==> config.mk <==
export PLATFORM = sky130hd
export DESIGN_NAME = two_class_aging_priority_queue_core_flat
export DESIGN_NICKNAME = d
export VERILOG_FILES = /design/src/rtl/tcapq_pkg.sv /design/src/rtl/tcapq_if.sv /design/src/rtl/tcapq_ctrl.sv /design/src/rtl/tcapq_dp.sv /design/src/rtl/two_class_aging_priority_queue_core.sv /design/src/flat_wrapper.sv
export SDC_FILE = /design/constraint.sdc
export NUM_CORES = 1
export LEC_CHECK = 0
export ABC_CLOCK_PERIOD_IN_PS = 6500
export BUFFER_PORTS_ARGS = -buffer_cell sky130_fd_sc_hd__clkbuf_2
export CAP_MARGIN = 20
export CORE_UTILIZATION = 56
export DETAILED_ROUTE_END_ITERATION = 12
export GPL_TIMING_DRIVEN = 0
export PLACE_DENSITY = 0.74
export SETUP_SLACK_MARGIN = 0.2
export SLEW_MARGIN = 20
export SYNTH_ARGS = -nofsm -noshare
export SYNTH_HDL_FRONTEND = slang
export SYNTH_HIERARCHICAL = 1
export SYNTH_SLANG_ARGS = --single-unit
==> constraint.sdc <==
create_clock -name clk -period 6.5 [get_ports clk]
set_input_delay 0.325 -clock clk [delete_from_list [all_inputs] [get_ports clk]]
set_output_delay 0.325 -clock clk [all_outputs]
set_load 0.02 [all_outputs]
==> src/rtl/tcapq_pkg.sv <==
package tcapq_pkg;

  localparam int ACTION_W    = 2;
  localparam int CLIENT_ID_W = 16;
  localparam int STATUS_W    = 2;
  localparam int OCC_W       = 5;
  localparam int CAP_W       = 5;
  localparam int MAX_WAIT_W  = 16;
  localparam int DATA_W      = 32;
  localparam int ADDR_W      = 3;
  localparam int REG_SEL_BIT = 2;

  localparam int DEF_QUEUE_DEPTH = 16;
  localparam int DEF_ID_BITS     = 16;
  localparam int DEF_AGE_BITS    = 16;

  localparam logic [CAP_W-1:0]      CAP_RESET      = 5'd16;
  localparam logic [MAX_WAIT_W-1:0] MAX_WAIT_RESET = 16'd8;

  typedef enum logic [ACTION_W-1:0] {
    ACT_PRIO_ENQ = 2'd0,
    ACT_FIFO_ENQ = 2'd1,
    ACT_DEQ      = 2'd2,
    ACT_PROMOTE  = 2'd3
  } action_t;

  typedef enum logic [STATUS_W-1:0] {
    ST_DONE  = 2'd0,
    ST_EMPTY = 2'd1,
    ST_FULL  = 2'd2
  } status_t;

  typedef enum logic {
    REG_CAPACITY = 1'b0,
    REG_MAX_WAIT = 1'b1
  } reg_idx_t;

  typedef struct packed {
    logic load;
    logic scan;
    logic sweep;
    logic restart;
    logic commit;
  } dp_cmd_t;

  typedef struct packed {
    logic full;
    logic empty;
    logic sweep_done;
    logic out_free;
  } dp_sts_t;

endpackage

==> src/rtl/tcapq_if.sv <==
interface tcapq_req_if;
  import tcapq_pkg::*;

  logic                   valid;
  logic                   ready;
  logic [ACTION_W-1:0]    action;
  logic [CLIENT_ID_W-1:0] client_id;
  logic                   premium;

  modport source (output valid, action, client_id, premium, input ready);
  modport sink (input valid, action, client_id, premium, output ready);
endinterface

interface tcapq_rsp_if;
  import tcapq_pkg::*;

  logic                   valid;
  logic                   ready;
  logic [STATUS_W-1:0]    status;
  logic [CLIENT_ID_W-1:0] out_client_id;
  logic [OCC_W-1:0]       occupancy;

  modport source (output valid, status, out_client_id, occupancy, input ready);
  modport sink (input valid, status, out_client_id, occupancy, output ready);
endinterface

==> src/rtl/tcapq_ctrl.sv <==
module tcapq_ctrl (
  input  logic               clk,
  input  logic               rst,
  input  logic               req_valid,
  output logic               req_ready,
  input  tcapq_pkg::action_t action,
  input  tcapq_pkg::dp_sts_t sts,
  output tcapq_pkg::dp_cmd_t cmd
);
  import tcapq_pkg::*;

  typedef enum logic [1:0] {
    S_IDLE,
    S_SCAN,
    S_SWEEP,
    S_COMMIT
  } state_t;

  state_t state;
  state_t state_next;

  assign req_ready = (state == S_IDLE);

  always_comb begin
    cmd        = '0;
    state_next = state;
    unique case (state)
      S_IDLE: begin
        if (req_valid) begin
          cmd.load = 1'b1;
          unique case (action)
            ACT_PRIO_ENQ: state_next = sts.full ? S_COMMIT : S_SWEEP;
            ACT_FIFO_ENQ: state_next = S_COMMIT;
            ACT_DEQ:      state_next = sts.empty ? S_COMMIT : S_SWEEP;
            ACT_PROMOTE:  state_next = sts.empty ? S_COMMIT : S_SCAN;
            default:      state_next = S_COMMIT;
          endcase
        end
      end
      S_SCAN: begin
        cmd.scan = 1'b1;
        if (sts.sweep_done) begin
          cmd.restart = 1'b1;
          state_next  = S_SWEEP;
        end
      end
      S_SWEEP: begin
        cmd.sweep = 1'b1;
        if (sts.sweep_done) begin
          state_next = S_COMMIT;
        end
      end
      S_COMMIT: begin
        if (sts.out_free) begin
          cmd.commit = 1'b1;
          state_next = S_IDLE;
        end
      end
      default: state_next = S_IDLE;
    endcase
  end

  always_ff @(posedge clk) begin
    if (rst) begin
      state <= S_IDLE;
    end else begin
      state <= state_next;
    end
  end

endmodule

==> src/rtl/tcapq_dp.sv <==
module tcapq_dp #(
  parameter int QUEUE_DEPTH = tcapq_pkg::DEF_QUEUE_DEPTH,
  parameter int ID_BITS     = tcapq_pkg::DEF_ID_BITS,
  parameter int AGE_BITS    = tcapq_pkg::DEF_AGE_BITS
) (
  input  logic                               clk,
  input  logic                               rst,
  input  tcapq_pkg::dp_cmd_t                 cmd,
  output tcapq_pkg::dp_sts_t                 sts,
  input  tcapq_pkg::action_t                 action,
  input  logic [tcapq_pkg::CLIENT_ID_W-1:0]  client_id,
  input  logic                               premium,
  input  logic [tcapq_pkg::CAP_W-1:0]        capacity,
  input  logic [tcapq_pkg::MAX_WAIT_W-1:0]   max_wait,
  output logic                               out_valid,
  input  logic                               out_ready,
  output logic [tcapq_pkg::STATUS_W-1:0]     out_status,
  output logic [tcapq_pkg::CLIENT_ID_W-1:0]  out_client_id,
  output logic [tcapq_pkg::OCC_W-1:0]        out_occupancy
);
  import tcapq_pkg::*;

  localparam int IDX_W     = $clog2(QUEUE_DEPTH);
  localparam int CNT_W     = $clog2(QUEUE_DEPTH + 1);
  localparam int ENTRY_W   = ID_BITS + 1 + AGE_BITS;
  localparam int MEM_DEPTH = 2 ** (IDX_W + 1);
  localparam int CAP_CMP_W = (CNT_W > CAP_W) ? CNT_W : CAP_W;
  localparam int AGE_CMP_W = (AGE_BITS > MAX_WAIT_W) ? AGE_BITS : MAX_WAIT_W;
  localparam logic [AGE_BITS-1:0] AGE_MAX = {AGE_BITS{1'b1}};
  localparam logic [AGE_BITS-1:0] AGE_ONE = AGE_BITS'(1);

  logic [ENTRY_W-1:0] mem [MEM_DEPTH];
  logic [ENTRY_W-1:0] q;

  logic               bank;
  logic [CNT_W-1:0]   count;
  action_t            op;
  logic [ID_BITS-1:0] new_id;
  logic               new_prem;
  logic [ID_BITS-1:0] head_id;
  logic [CNT_W-1:0]   rd_idx;
  logic [CNT_W-1:0]   q_idx;
  logic               dv;
  logic               seen_np;
  logic               ins_done;
  logic [CNT_W-1:0]   pos;
  logic               unaged_seen;
  logic [CNT_W-1:0]   n_moved;
  logic [CNT_W-1:0]   n_mv_wr;
  logic [CNT_W-1:0]   n_kept;

  logic [ID_BITS-1:0]  q_id;
  logic                q_prem;
  logic [AGE_BITS-1:0] q_age;
  logic [AGE_BITS-1:0] age_inc;
  logic                full;
  logic                empty;
  logic                issue;
  logic                aged;
  logic                moved;
  logic                ins_here;
  logic                flip;
  logic [CNT_W-1:0]    count_next;
  status_t             status_next;

  logic               we;
  logic [IDX_W:0]     waddr;
  logic [ENTRY_W-1:0] wdata;

  assign q_id   = q[ENTRY_W-1 -: ID_BITS];
  assign q_prem = q[AGE_BITS];
  assign q_age  = q[AGE_BITS-1:0];

  assign full  = (CAP_CMP_W'(count) >= CAP_CMP_W'(capacity)) ||
                 (count >= CNT_W'(QUEUE_DEPTH));
  assign empty = (count == '0);
  assign issue = (cmd.scan || cmd.sweep) && (rd_idx < count);

  assign age_inc  = (q_age == AGE_MAX) ? q_age : q_age + AGE_ONE;
  assign aged     = AGE_CMP_W'(q_age) >= AGE_CMP_W'(max_wait);
  assign moved    = aged && unaged_seen;
  assign ins_here = !ins_done && ((!q_prem && new_prem) || (q_prem && seen_np));

  assign sts.full       = full;
  assign sts.empty      = empty;
  assign sts.sweep_done = (rd_idx == count) && !dv;
  assign sts.out_free   = !out_valid || out_ready;

  always_comb begin
    count_next  = count;
    flip        = 1'b0;
    status_next = ST_DONE;
    case (op)
      ACT_PRIO_ENQ: begin
        if (full) begin
          status_next = ST_FULL;
        end else begin
          count_next = count + 1'b1;
          flip       = 1'b1;
        end
      end
      ACT_FIFO_ENQ: begin
        if (full) begin
          status_next = ST_FULL;
        end else begin
          count_next = count + 1'b1;
        end
      end
      ACT_DEQ: begin
        if (empty) begin
          status_next = ST_EMPTY;
        end else begin
          count_next = count - 1'b1;
          flip       = 1'b1;
        end
      end
      default: flip = !empty;
    endcase
  end

  always_comb begin
    we    = 1'b0;
    waddr = '0;
    wdata = '0;
    if (cmd.sweep && dv) begin
      case (op)
        ACT_PRIO_ENQ: begin
          we    = 1'b1;
          waddr = {~bank, IDX_W'(q_idx + CNT_W'(ins_done || ins_here))};
          wdata = {q_id, q_prem, age_inc};
        end
        ACT_DEQ: begin
          if (q_idx != '0) begin
            we    = 1'b1;
            waddr = {~bank, IDX_W'(q_idx - 1'b1)};
            wdata = q;
          end
        end
        ACT_PROMOTE: begin
          we    = 1'b1;
          waddr = {~bank, IDX_W'(moved ? n_moved - n_mv_wr - 1'b1 : n_moved + n_kept)};
          wdata = {q_id, q_prem, (aged ? {AGE_BITS{1'b0}} : q_age)};
        end
        default: we = 1'b0;
      endcase
    end else if (cmd.commit && !full) begin
      case (op)
        ACT_PRIO_ENQ: begin
          we    = 1'b1;
          waddr = {~bank, IDX_W'(pos)};
          wdata = {new_id, new_prem, AGE_ONE};
        end
        ACT_FIFO_ENQ: begin
          we    = 1'b1;
          waddr = {bank, IDX_W'(count)};
          wdata = {new_id, 1'b0, {AGE_BITS{1'b0}}};
        end
        default: we = 1'b0;
      endcase
    end
  end

  always_ff @(posedge clk) begin
    if (we) begin
      mem[waddr] <= wdata;
    end
    q <= mem[{bank, IDX_W'(rd_idx)}];
    if (cmd.load) begin
      new_id   <= ID_BITS'(client_id);
      new_prem <= premium;
    end
    if (cmd.sweep && dv && (op == ACT_DEQ) && (q_idx == '0)) begin
      head_id <= q_id;
    end
    if (cmd.commit) begin
      out_status    <= status_next;
      out_client_id <= ((op == ACT_DEQ) && !empty) ? CLIENT_ID_W'(head_id) : '0;
      out_occupancy <= OCC_W'(count_next);
    end
  end

  always_ff @(posedge clk) begin
    if (rst) begin
      bank        <= 1'b0;
      count       <= '0;
      op          <= ACT_PRIO_ENQ;
      rd_idx      <= '0;
      q_idx       <= '0;
      dv          <= 1'b0;
      seen_np     <= 1'b0;
      ins_done    <= 1'b0;
      pos         <= '0;
      unaged_seen <= 1'b0;
      n_moved     <= '0;
      n_mv_wr     <= '0;
      n_kept      <= '0;
      out_valid   <= 1'b0;
    end else begin
      dv    <= issue;
      q_idx <= rd_idx;
      if (cmd.load) begin
        op          <= action;
        rd_idx      <= '0;
        seen_np     <= 1'b0;
        ins_done    <= 1'b0;
        pos         <= count;
        unaged_seen <= 1'b0;
        n_moved     <= '0;
        n_mv_wr     <= '0;
        n_kept      <= '0;
      end else if (cmd.restart) begin
        rd_idx      <= '0;
        unaged_seen <= 1'b0;
      end else begin
        if (issue) begin
          rd_idx <= rd_idx + 1'b1;
        end
        if (cmd.scan && dv) begin
          if (!aged) begin
            unaged_seen <= 1'b1;
          end else if (unaged_seen) begin
            n_moved <= n_moved + 1'b1;
          end
        end
        if (cmd.sweep && dv) begin
          case (op)
            ACT_PRIO_ENQ: begin
              if (!q_prem) begin
                seen_np <= 1'b1;
              end
              if (ins_here) begin
                ins_done <= 1'b1;
                pos      <= q_idx;
              end
            end
            ACT_PROMOTE: begin
              if (!aged) begin
                unaged_seen <= 1'b1;
              end
              if (moved) begin
                n_mv_wr <= n_mv_wr + 1'b1;
              end else begin
                n_kept <= n_kept + 1'b1;
              end
            end
            default: seen_np <= seen_np;
          endcase
        end
      end
      if (cmd.commit) begin
        count     <= count_next;
        bank      <= bank ^ flip;
        out_valid <= 1'b1;
      end else if (out_ready) begin
        out_valid <= 1'b0;
      end
    end
  end

endmodule

==> src/rtl/two_class_aging_priority_queue_core.sv <==
// Channel   Role        Payload
// req       sink        action, client_id, premium
// rsp       source      status, out_client_id, occupancy
// apb       slave       capacity at 0x0, max_wait at 0x4
//
// A FIFO enqueue or a rejected or empty operation goes from acceptance straight to its commit;
// a priority enqueue or dequeue first sweeps the store, and a promote scans it and then sweeps it:
// the store is read one entry per cycle, twice for a promote.
// A new transaction is accepted only after the previous result is registered.
// Reset is synchronous and empties the queue; stored entries are not cleared.
// A held result stalls the commit of the following transaction and so its successor.
module two_class_aging_priority_queue_core #(
  parameter int QUEUE_DEPTH = tcapq_pkg::DEF_QUEUE_DEPTH,
  parameter int ID_BITS     = tcapq_pkg::DEF_ID_BITS,
  parameter int AGE_BITS    = tcapq_pkg::DEF_AGE_BITS
) (
  input  logic                          clk,
  input  logic                          rst,
  tcapq_req_if.sink                     req,
  tcapq_rsp_if.source                   rsp,
  input  logic                          psel,
  input  logic                          penable,
  input  logic                          pwrite,
  input  logic [tcapq_pkg::ADDR_W-1:0]  paddr,
  input  logic [tcapq_pkg::DATA_W-1:0]  pwdata,
  output logic [tcapq_pkg::DATA_W-1:0]  prdata,
  output logic                          pready
);
  import tcapq_pkg::*;

  logic [CAP_W-1:0]      capacity;
  logic [MAX_WAIT_W-1:0] max_wait;
  reg_idx_t              reg_sel;
  action_t               action;
  dp_cmd_t               cmd;
  dp_sts_t               sts;

  assign pready  = 1'b1;
  assign reg_sel = reg_idx_t'(paddr[REG_SEL_BIT]);
  assign action  = action_t'(req.action);

  always_ff @(posedge clk) begin
    if (rst) begin
      capacity <= CAP_RESET;
      max_wait <= MAX_WAIT_RESET;
    end else if (psel && penable && pwrite) begin
      unique case (reg_sel)
        REG_CAPACITY: capacity <= pwdata[CAP_W-1:0];
        REG_MAX_WAIT: max_wait <= pwdata[MAX_WAIT_W-1:0];
        default:      capacity <= capacity;
      endcase
    end
  end

  always_comb begin
    unique case (reg_sel)
      REG_CAPACITY: prdata = DATA_W'(capacity);
      REG_MAX_WAIT: prdata = DATA_W'(max_wait);
      default:      prdata = '0;
    endcase
  end

  tcapq_ctrl u_ctrl (
    .clk       (clk),
    .rst       (rst),
    .req_valid (req.valid),
    .req_ready (req.ready),
    .action    (action),
    .sts       (sts),
    .cmd       (cmd)
  );

  tcapq_dp #(
    .QUEUE_DEPTH (QUEUE_DEPTH),
    .ID_BITS     (ID_BITS),
    .AGE_BITS    (AGE_BITS)
  ) u_dp (
    .clk           (clk),
    .rst           (rst),
    .cmd           (cmd),
    .sts           (sts),
    .action        (action),
    .client_id     (req.client_id),
    .premium       (req.premium),
    .capacity      (capacity),
    .max_wait      (max_wait),
    .out_valid     (rsp.valid),
    .out_ready     (rsp.ready),
    .out_status    (rsp.status),
    .out_client_id (rsp.out_client_id),
    .out_occupancy (rsp.occupancy)
  );

endmodule

==> src/flat_wrapper.sv <==
// flat-port wrapper written by rule: the top's interface ports become plain ports
module two_class_aging_priority_queue_core_flat import tcapq_pkg::*;
#(
  parameter int QUEUE_DEPTH = tcapq_pkg::DEF_QUEUE_DEPTH,
  parameter int ID_BITS     = tcapq_pkg::DEF_ID_BITS,
  parameter int AGE_BITS    = tcapq_pkg::DEF_AGE_BITS
)
  (clk, rst, psel, penable, pwrite, paddr, pwdata, prdata, pready, req_valid, req_action, req_client_id, req_premium, req_ready, rsp_valid, rsp_status, rsp_out_client_id, rsp_occupancy, rsp_ready);
  tcapq_req_if req_i ();
  tcapq_rsp_if rsp_i ();
  input  logic clk;
  input  logic rst;
  input  logic psel;
  input  logic penable;
  input  logic pwrite;
  input  logic [tcapq_pkg::ADDR_W-1:0] paddr;
  input  logic [tcapq_pkg::DATA_W-1:0] pwdata;
  output logic [tcapq_pkg::DATA_W-1:0] prdata;
  output logic pready;
  input wire logic [$bits(req_i.valid)-1:0] req_valid;
  input wire logic [$bits(req_i.action)-1:0] req_action;
  input wire logic [$bits(req_i.client_id)-1:0] req_client_id;
  input wire logic [$bits(req_i.premium)-1:0] req_premium;
  output wire logic [$bits(req_i.ready)-1:0] req_ready;
  output wire logic [$bits(rsp_i.valid)-1:0] rsp_valid;
  output wire logic [$bits(rsp_i.status)-1:0] rsp_status;
  output wire logic [$bits(rsp_i.out_client_id)-1:0] rsp_out_client_id;
  output wire logic [$bits(rsp_i.occupancy)-1:0] rsp_occupancy;
  input wire logic [$bits(rsp_i.ready)-1:0] rsp_ready;
  assign req_i.valid = req_valid;
  assign req_i.action = req_action;
  assign req_i.client_id = req_client_id;
  assign req_i.premium = req_premium;
  assign req_ready = req_i.ready;
  assign rsp_valid = rsp_i.valid;
  assign rsp_status = rsp_i.status;
  assign rsp_out_client_id = rsp_i.out_client_id;
  assign rsp_occupancy = rsp_i.occupancy;
  assign rsp_i.ready = rsp_ready;
  two_class_aging_priority_queue_core #(.QUEUE_DEPTH(QUEUE_DEPTH), .ID_BITS(ID_BITS), .AGE_BITS(AGE_BITS)) u_core (.clk(clk), .rst(rst), .req(req_i), .rsp(rsp_i), .psel(psel), .penable(penable), .pwrite(pwrite), .paddr(paddr), .pwdata(pwdata), .prdata(prdata), .pready(pready));
endmodule
==> implementation parameters, run 1 <==
Parameter                              Value

Timing
  Post-Route Hold Slack    20.32 ps
  Relative slew slack    21.75%
  Final Max Tran Viols    0
  Max Freq    0.1840 GHz
  Unrepaired setup endpoints after global routing    no
  Hold violation count in the final report    0
  Post-route minimum period    5436 ps
  Final worst-path cycle share    83.63%
  Skew final    56.66 ps
  Tightest Pin Transition    between 1000 and 1500 ps
  Final-report setup violation count    0

Layout
  Multi-input gate area in the final layout    0.01225 mm2
  Area delta synth->final    16.98%
  Nets    between 2,000 and 3,000
  Filler cell count    5,293
  End-of-flow core utilization    66.07%
  Register area    0.03529 mm2
  Share of cells above drive strength 1    around a third
  Cell Count, Final, Fillers Out    4,066

CTS
  Clock sink count    1,207
  Clock buffers created by TritonCTS    113
  Clock slew seen by the registers of the worst setup and hold paths    roughly 60 ps
  PostCTS Resize Cnt    0
  Insertion delay of the later-clocked pin in the worst-skew pair    just over 700 ps
  CTS tree    built
  Number of buffers on the longest clock path    3
  Root cell of the clock tree    clkbuf_16
  CTS H-tree depth    3

Pwr
  Net switching share of the total power    22.98%
  Net switching power    3921 uW
  Share of power burned in the clock network    39.1%
  LEAKAGE    0.01915 uW
  Pwr/cell area    about 300 mW/mm2
  Comb power frac    8.8%
  Internal Pwr Total    13,140 uW
  Peak ir drop on the vdd network    0.2167 mV
  Sequential Power Share    52.1%

Setup path
  Required time of the critical path    6900 ps
  Number of cells traversed by the worst register-to-register path    14
  Combined buffer and inverter count along the critical path    6
  CP max-delay cell    nor4_2
  Startpoint type of the worst setup path    flip-flop
  Cells traversed along the worst timing path    inv_1 -> ha_1 -> nand2b_1 -> a31oi_1 -> o21ai_1 -> nor2_4 -> or2_1 -> o21ai_1 -> clkbuf_1 -> nor4_2 -> buf_4 -> buf_2 -> buf_2 -> buf_4
  Capturing element type of the critical path    flip-flop
  Top Family by Delay on Critical Path    simple AND/OR/NAND/NOR gates
  Type of the worst setup path    reg -> reg
  Data arrival time of the critical path    5830 ps
  Max stage delay on crit path    roughly 830 ps
  FF-to-FF Start    u_core/u_dp/count[0]$_SDFFE_PP0P_
  Reg-to-reg slack, setup    ~1100 ps
  Destination of the worst register-to-register timing path    u_core/u_dp/mem[14][19]$_DFFE_PP_
  Highest fanout seen on the critical path    10

Drt
  Via count    26,180
  DR DRC count    0
  Vias per inst    roughly 6.4
  First-pass DRT Iterations    6
  DRT antenna net count    0
  Average wire per standard cell    30.51 um
  Detailed router's first-iteration violation count    around 3,400
  Total wire length    124,100 um

Synth
  Yosys Warn Count    6
  Number of cells produced by synthesis    2,325
  Number of synthesized flops with an enable pin    between 1,000 and 1,500
  Sequential share of the synthesized area    73.50%
  Synthesized cell area    0.04802 mm2
  Fraction of registers with async set or reset after synthesis    0%
  Predominant post-synthesis flop cell    edfxtp_1
  Number of library cell types mapped by synthesis    84
  Post-synthesis area per instance    about 21 um2
  FF+latch count, synth    1,207

Global route
  Initial antenna violation count    1
  Number of global-route vias before repair    26,510
  GR Util All Layers    29.05%
  Maximum number of pins on one net before global-route repair    33
  Wire length of the first global-routing pass    about 180,000 um
  GRT overflow    0

Min path
  Hold depth    4
  Hold Path Origin    req_valid
  Path class of the lowest-slack min-delay path    in -> reg
  Endpoint of the worst hold path    u_core/u_ctrl/state[0]$_SDFFE_PP0P_

Floorplan
  I/O pin count    approximately 120
  Starting Density    56.48%
  Horizontal extent of the die    294.8 um
  Row count    107
  Die ar.    0.08692 mm2
  Floorplan die height    294.8 um
  Core Region    0.08501 mm2

Job
  Max-Cap Viols    0

Placed design
  Buffers added on ports    82
  Placer Congestion    roughly 0.84
  Estimated wirelength of the detail-placed design    84,350 um
  Placed Cells incl. Taps    3,815

Run status
  Status    completed
-- worst max path at each step --
stage	startpoint	end	depth (start not counted)
after global placement	rsp_ready	u_core/u_dp/mem[16][16]$_DFFE_PP_	12
after global routing	u_core/u_ctrl/state[0]$_SDFFE_PP0P_	u_core/u_dp/mem[14][18]$_DFFE_PP_	14
after detailed placement	u_core/u_dp/op[0]$_SDFFE_PP0P_	u_core/u_dp/mem[28][12]$_DFFE_PP_	13
after CTS	u_core/u_dp/op[0]$_SDFFE_PP0P_	u_core/u_dp/mem[28][12]$_DFFE_PP_	13
after floorplan	u_core/u_ctrl/state[0]$_SDFFE_PP0P_	u_core/u_dp/mem[20][0]$_DFFE_PP_	11
final	u_core/u_dp/count[0]$_SDFFE_PP0P_	u_core/u_dp/mem[14][19]$_DFFE_PP_	14
-- worst min-delay path: stages --
cell and delay (ps):
clkbuf_2 90, o221ai_2 120, nand2_1 80, a21oi_1 50
-- flip-flops by register name (all words and copies together), names as in the netlist, 2 cells and up --
signal,cells
u_core/u_dp/op,2
u_core/capacity,5
u_core/u_dp/mem,1056
u_core/u_dp/pos,4
u_core/u_dp/rd_idx,5
u_core/u_dp/n_moved,4
u_core/u_dp/q_idx,5
u_core/u_dp/n_kept,4
u_core/max_wait,16
u_core/u_ctrl/state,2
u_core/u_dp/count,5
u_core/u_dp/out_status,2
u_core/u_dp/new_id,16
u_core/u_dp/head_id,16
u_core/u_dp/out_occupancy,5
u_core/u_dp/q,33
u_core/u_dp/out_client_id,16
u_core/u_dp/n_mv_wr,4
-- logic make-up (layout without fill, tap and decap cells) --
logic type                 count (synthesis)  in the layout  share of synthesized area [%]
adders and majority gates                 55             55                          1.464
muxes                                    401            401                          17.06
buffers and inverters                    197            778                          1.918
other                                      2             18                        0.01564
AOI/OAI and AO/OA                        157            157                          2.296
xor gates and xnor gates                  22             22                         0.4586
DFF                                     1207           1207                          73.50
and+or+nand+nor                          284            284                          3.286
-- cells in the mapped netlist, types with 13 or more instances --
cell type,n,area (um2)
dfxtp_1,95,1902
ha_1,53,663.1
nor4_1,33,206.5
a22o_1,19,166.4
nor2_1,58,217.7
clkbuf_1,78,292.8
buf_4,20,150.1
nand3_1,16,80.08
nor3_1,13,65.06
inv_1,52,195.2
and2_1,31,193.9
edfxtp_1,1112,33390
nand2_1,33,123.9
mux2i_1,33,330.3
buf_2,28,140.1
mux4_2,330,7432
mux2_2,38,427.9
nand2b_1,42,262.8
a21oi_1,43,215.2
-- final cells by class --
cell class              instances  area share (%)
flip-flops and latches       1207           62.84
well taps                    1144           2.548
clock buffers                 149           5.346
inverters                      53          0.3542
plain buffers                 144           1.303
multi-input cells             936           21.81
repair buffers                368           4.457
clock inverters                64           1.339
diodes                          1        0.004455
-- placed cells by master (no fill, tap or decap), types with 7 or more instances in the layout --
cell type         n
xnor2_1          12
and2_1           29
nand3_1          16
dlygate4sd3_1    37
clkinv_2         15
bufinv_16        14
nand2b_1         42
inv_1            52
edfxtp_1       1112
mux4_2          330
a21oi_1          42
o21ai_0          11
buf_2           162
mux2_2           38
buf_4           104
clkbuf_16       113
nor2b_1          11
xor2_1            8
a22o_1           19
and3_1            7
clkbuf_2         89
nor4_2           28
nor2_1           56
dfxtp_1          95
clkinv_1         21
nand4_1           8
mux2i_1          31
buf_6            32
clkbuf_1        105
nand2_1          33
conb_1           17
a211oi_1         10
ha_1             53
o21ai_1           8
nor3_1           11
buf_1             7
-- stage by stage --
| step | setup slack, ps | setup TNS (ps) | cell area, um2 | total power [uW] |
|---|---|---|---|---|
| 5_1_grt | 1019 | 0 | 56170 | 17490 |
| 3_3_place_gp | -5771 | -5157740 | 49940 | 10360 |
| 6_report | 1064 | 0 | 56170 | 17060 |
| 4_1_cts | 1254 | 0 | 56150 | 17080 |
| 2_1_floorplan | 98.01 | 0 | 48100 | 9936 |
| 3_5_place_dp | 1315 | 0 | 52020 | 10490 |
-- per-layer routing --
metal | vias to the layer above | global-route usage, % | wire [um]
li1 | 10570 | - | -
met1 | 13460 | 37.54 | 43400
met2 | 1802 | 48.20 | 61180
met3 | 348 | 6.546 | 14450
met4 | 0 | 11.28 | 5030
met5 | - | 0 | 0
-- power groups by stage --
stage	clock [uW]	combinational, uW	sequential (uW)
after global routing	7000	1600	8900
after floorplan	0	932	9000
final	6670	1500	8890
after global placement	0	1310	9050
after CTS	6710	1480	8880
after detailed placement	0	1450	9050
-- timing repair --
item,in CTS,in global routing
buffers inserted,0,0
hold endpoints to repair,43,0
hold buffers,37,0
Note: power is estimated with default switching activity, not from simulation.
==> run 2, diff against run 1 <==
ABC_CLOCK_PERIOD_IN_PS = 5200   (was 6500)
CORE_UTILIZATION = 60   (was 56)
PLACE_DENSITY = 0.76   (was 0.74)
clock period = 5.2 ns   (was 6.5 ns; I/O delays follow)
==> run 2 against run 1 <==
  * Clock-buffer cell count is 2 lower
  * Via count rose by 0.65%
  * Power rose by 25%
  * Critical endpoint is now u_core/u_dp/mem[13][15]$_DFFE_PP_
==> implementation parameters, run 2 (synthesized netlist as in run 1, its figures left out) <==
Parameter                              Value

Pwr
  LEAKAGE    0.01910 uW (was 0.01915 uW)
  Pwr/cell area    379.1 mW/mm2 (was 303.8 mW/mm2)
  Total Power    21,260 uW (was 17,060 uW)
  Peak ir drop on the vdd network    0.2819 mV (was 0.2167 mV)

Placed design
  Standard cell area after detailed placement    0.05178 mm2 (was 0.05202 mm2)
  Estimated wirelength of the detail-placed design    84,310 um (was 84,350 um)
  Buffers added on ports    82 (unchanged)
  Placer Congestion    0.8415 (was 0.8446)

Min path
  Path class of the lowest-slack min-delay path    in -> reg (unchanged)
  Endpoint of the worst hold path    u_core/capacity[1]$_SDFFE_PP0P_ (was u_core/u_ctrl/state[0]$_SDFFE_PP0P_)
  Hold depth    3 (was 4)
  Hold Path Origin    pwrite (was req_valid)

Layout
  Biggest regs    u_core/u_dp/mem: 1056 flops, u_core/u_dp/q: 33 flops (unchanged)
  Leading cell type in the layout, fill and taps excluded    edfxtp_1 (unchanged)
  Register ranked first by flip-flop count    u_core/u_dp/mem (unchanged)
  Ant. Diodes    0 (was 1)
  Filler cell count    4,503 (was 5,293)
  Max reg flops    1,056 (unchanged)
  Area delta synth->final    16.79% (was 16.98%)
  Nets    2,927 (was 2,939)
  Final cell area excluding filler cells    0.05608 mm2 (was 0.05617 mm2)
  Highest-count cells in the layout ignoring fill and taps    edfxtp_1, mux4_2, buf_2 (unchanged)
  Share of cells above drive strength 1    34.27% (was 34.13%)

Setup path
  Highest fanout seen on the critical path    24 (was 10)
  Data arrival time of the critical path    5180 ps (was 5830 ps)
  Number of cells traversed by the worst register-to-register path    12 (was 14)
  Startpoint type of the worst setup path    flip-flop (unchanged)
  Reg-to-reg slack, setup    400 ps (was 1060 ps)
  Capturing element type of the critical path    flip-flop (unchanged)
  Required time of the critical path    5580 ps (was 6900 ps)
  Type of the worst setup path    reg -> reg (unchanged)
  Destination of the worst register-to-register timing path    u_core/u_dp/mem[13][15]$_DFFE_PP_ (was u_core/u_dp/mem[14][19]$_DFFE_PP_)
  FF-to-FF Start    u_core/u_ctrl/state[1]$_SDFFE_PP0P_ (was u_core/u_dp/count[0]$_SDFFE_PP0P_)

Timing
  Skew final    36.80 ps (was 56.66 ps)
  Hold violation count in the final report    0 (unchanged)
  Post-route minimum period    4805 ps (was 5436 ps)
  Relative slew slack    19.71% (was 21.75%)
  Final-report setup violation count    0 (unchanged)
  Unrepaired setup endpoints after global routing    no (unchanged)
  Final worst-path cycle share    92.40% (was 83.63%)
  Post-route setup TNS    0 ps (unchanged)
  Tightest Pin Transition    1204 ps (was 1174 ps)
  Max Freq    0.2081 GHz (was 0.1840 GHz)
  Final Max Tran Viols    0 (unchanged)

Global route
  Initial antenna violation count    3 (was 1)
  Maximum number of pins on one net before global-route repair    33 (unchanged)
  GR Util All Layers    32.04% (was 29.05%)
  GRT overflow    0 (unchanged)
  Wire length of the first global-routing pass    183,700 um (was 177,900 um)
  Number of global-route vias before repair    27,060 (was 26,510)

Drt
  Total wire length    128,500 um (was 124,100 um)
  DR DRC count    0 (unchanged)
  Via count    26,350 (was 26,180)
  Detailed router's first-iteration violation count    3,509 (was 3,370)
  Vias per inst    6.655 (was 6.439)
  DRT antenna net count    0 (unchanged)
  First-pass DRT Iterations    6 (unchanged)
  Average wire per standard cell    32.46 um (was 30.51 um)

CTS
  CTS H-tree depth    3 (unchanged)
  Clock buffers created by TritonCTS    113 (unchanged)
  Clock sink count    1,207 (unchanged)
  Root cell of the clock tree    clkbuf_16 (unchanged)
  Number of buffers on the longest clock path    3 (unchanged)
  Clock slew seen by the registers of the worst setup and hold paths    60 ps (about the same)
  Insertion delay of the later-clocked pin in the worst-skew pair    700 ps (was 720 ps)
  CTS tree    built (unchanged)

Run status
  Status    completed (unchanged)

Floorplan
  Floorplan die height    284.9 um (was 294.8 um)
  Starting Density    60.68% (was 56.48%)
  Horizontal extent of the die    284.9 um (was 294.8 um)
  I/O pin count    119 (unchanged)
  Core Region    0.07913 mm2 (was 0.08501 mm2)
  Die ar.    0.08116 mm2 (was 0.08692 mm2)
  Row count    103 (was 107)

Job
  Max-Cap Viols    0 (unchanged)
## run 2: cell count changes in the layout (fill, tap and decap cells not counted), sizes merged
cell / change
clkinvlp: +2
clkinv: +7
inv: -1
buf: -17
diode: -1
dlygate4sd3: +4
clkbuf: -1
bufinv: -6
## run 2: routing by layer
metal  share of wire, %  global-route usage (%)
met2                 49                   52.06
met1                 35                   41.39
met4                4.9                   14.45
met5             0.0070                       0
met3                 12                   7.936
## run 2: worst max path at each step
stage,slack [ps],cells after the start,to,startpoint
2_1_floorplan,-1180,11,u_core/u_dp/mem[16][0]$_DFFE_PP_,u_core/u_ctrl/state[0]$_SDFFE_PP0P_
3_3_place_gp,-6950,10,u_core/u_dp/mem[1][19]$_DFFE_PP_,u_core/u_ctrl/state[0]$_SDFFE_PP0P_
3_5_place_dp,-390,13,u_core/u_dp/mem[7][22]$_DFFE_PP_,u_core/u_ctrl/state[0]$_SDFFE_PP0P_
4_1_cts,270,14,u_core/u_dp/mem[8][14]$_DFFE_PP_,u_core/u_ctrl/state[1]$_SDFFE_PP0P_
5_1_grt,220,12,u_core/u_dp/mem[13][15]$_DFFE_PP_,u_core/u_ctrl/state[1]$_SDFFE_PP0P_
6_report,400,12,u_core/u_dp/mem[13][15]$_DFFE_PP_,u_core/u_ctrl/state[1]$_SDFFE_PP0P_
## run 2: stage by stage
step	instances	hold WS (ps)	setup WS, ps	utilization, %
floorplan	2340	329.1	-1180	-
global placement	3472	411.4	-6953	63.01
detailed placement	3697	415.9	-391.4	65.44
CTS	3956	2.467	273.9	70.78
global route	3959	62.60	220.2	70.87
finish	3959	29.98	395.3	70.87
## run 2: final cells by class
class | instances | area (um2) | area share [%]
inverters | 53 | 198.9 | 0.3548
flip-flops and latches | 1207 | 35290 | 62.94
repair buffers | 356 | 2436 | 4.344
plain buffers | 144 | 735.7 | 1.312
clock buffers | 147 | 3131 | 5.582
well taps | 1050 | 1314 | 2.343
multi-input cells | 936 | 12390 | 22.09
clock inverters | 66 | 583.1 | 1.040
## run 2: worst max-delay path, cell delays in order (launching register included)
cell	delay, ps
dfxtp_1	380
ha_1	190
and2_4	440
clkbuf_1	430
and3_1	250
o21a_1	280
a22oi_1	140
o21a_1	340
clkbuf_1	510
nor4_4	700
buf_4	330
buf_4	250
buf_6	200
## run 2: timing repair
action	4_1_cts	5_1_grt
cloned	0	0
setup buffers	5	3
pin swaps	3	3
hold buffers	41	0
gates resized for setup	9	3
setup endpoints to repair	252	162
endpoints found under the hold margin	43	0
## run 2: power by group
part,internal [uW],switching (uW)
combinational,710,1200
clock,4650,3590
sequential,10900,161
total,16300,4960
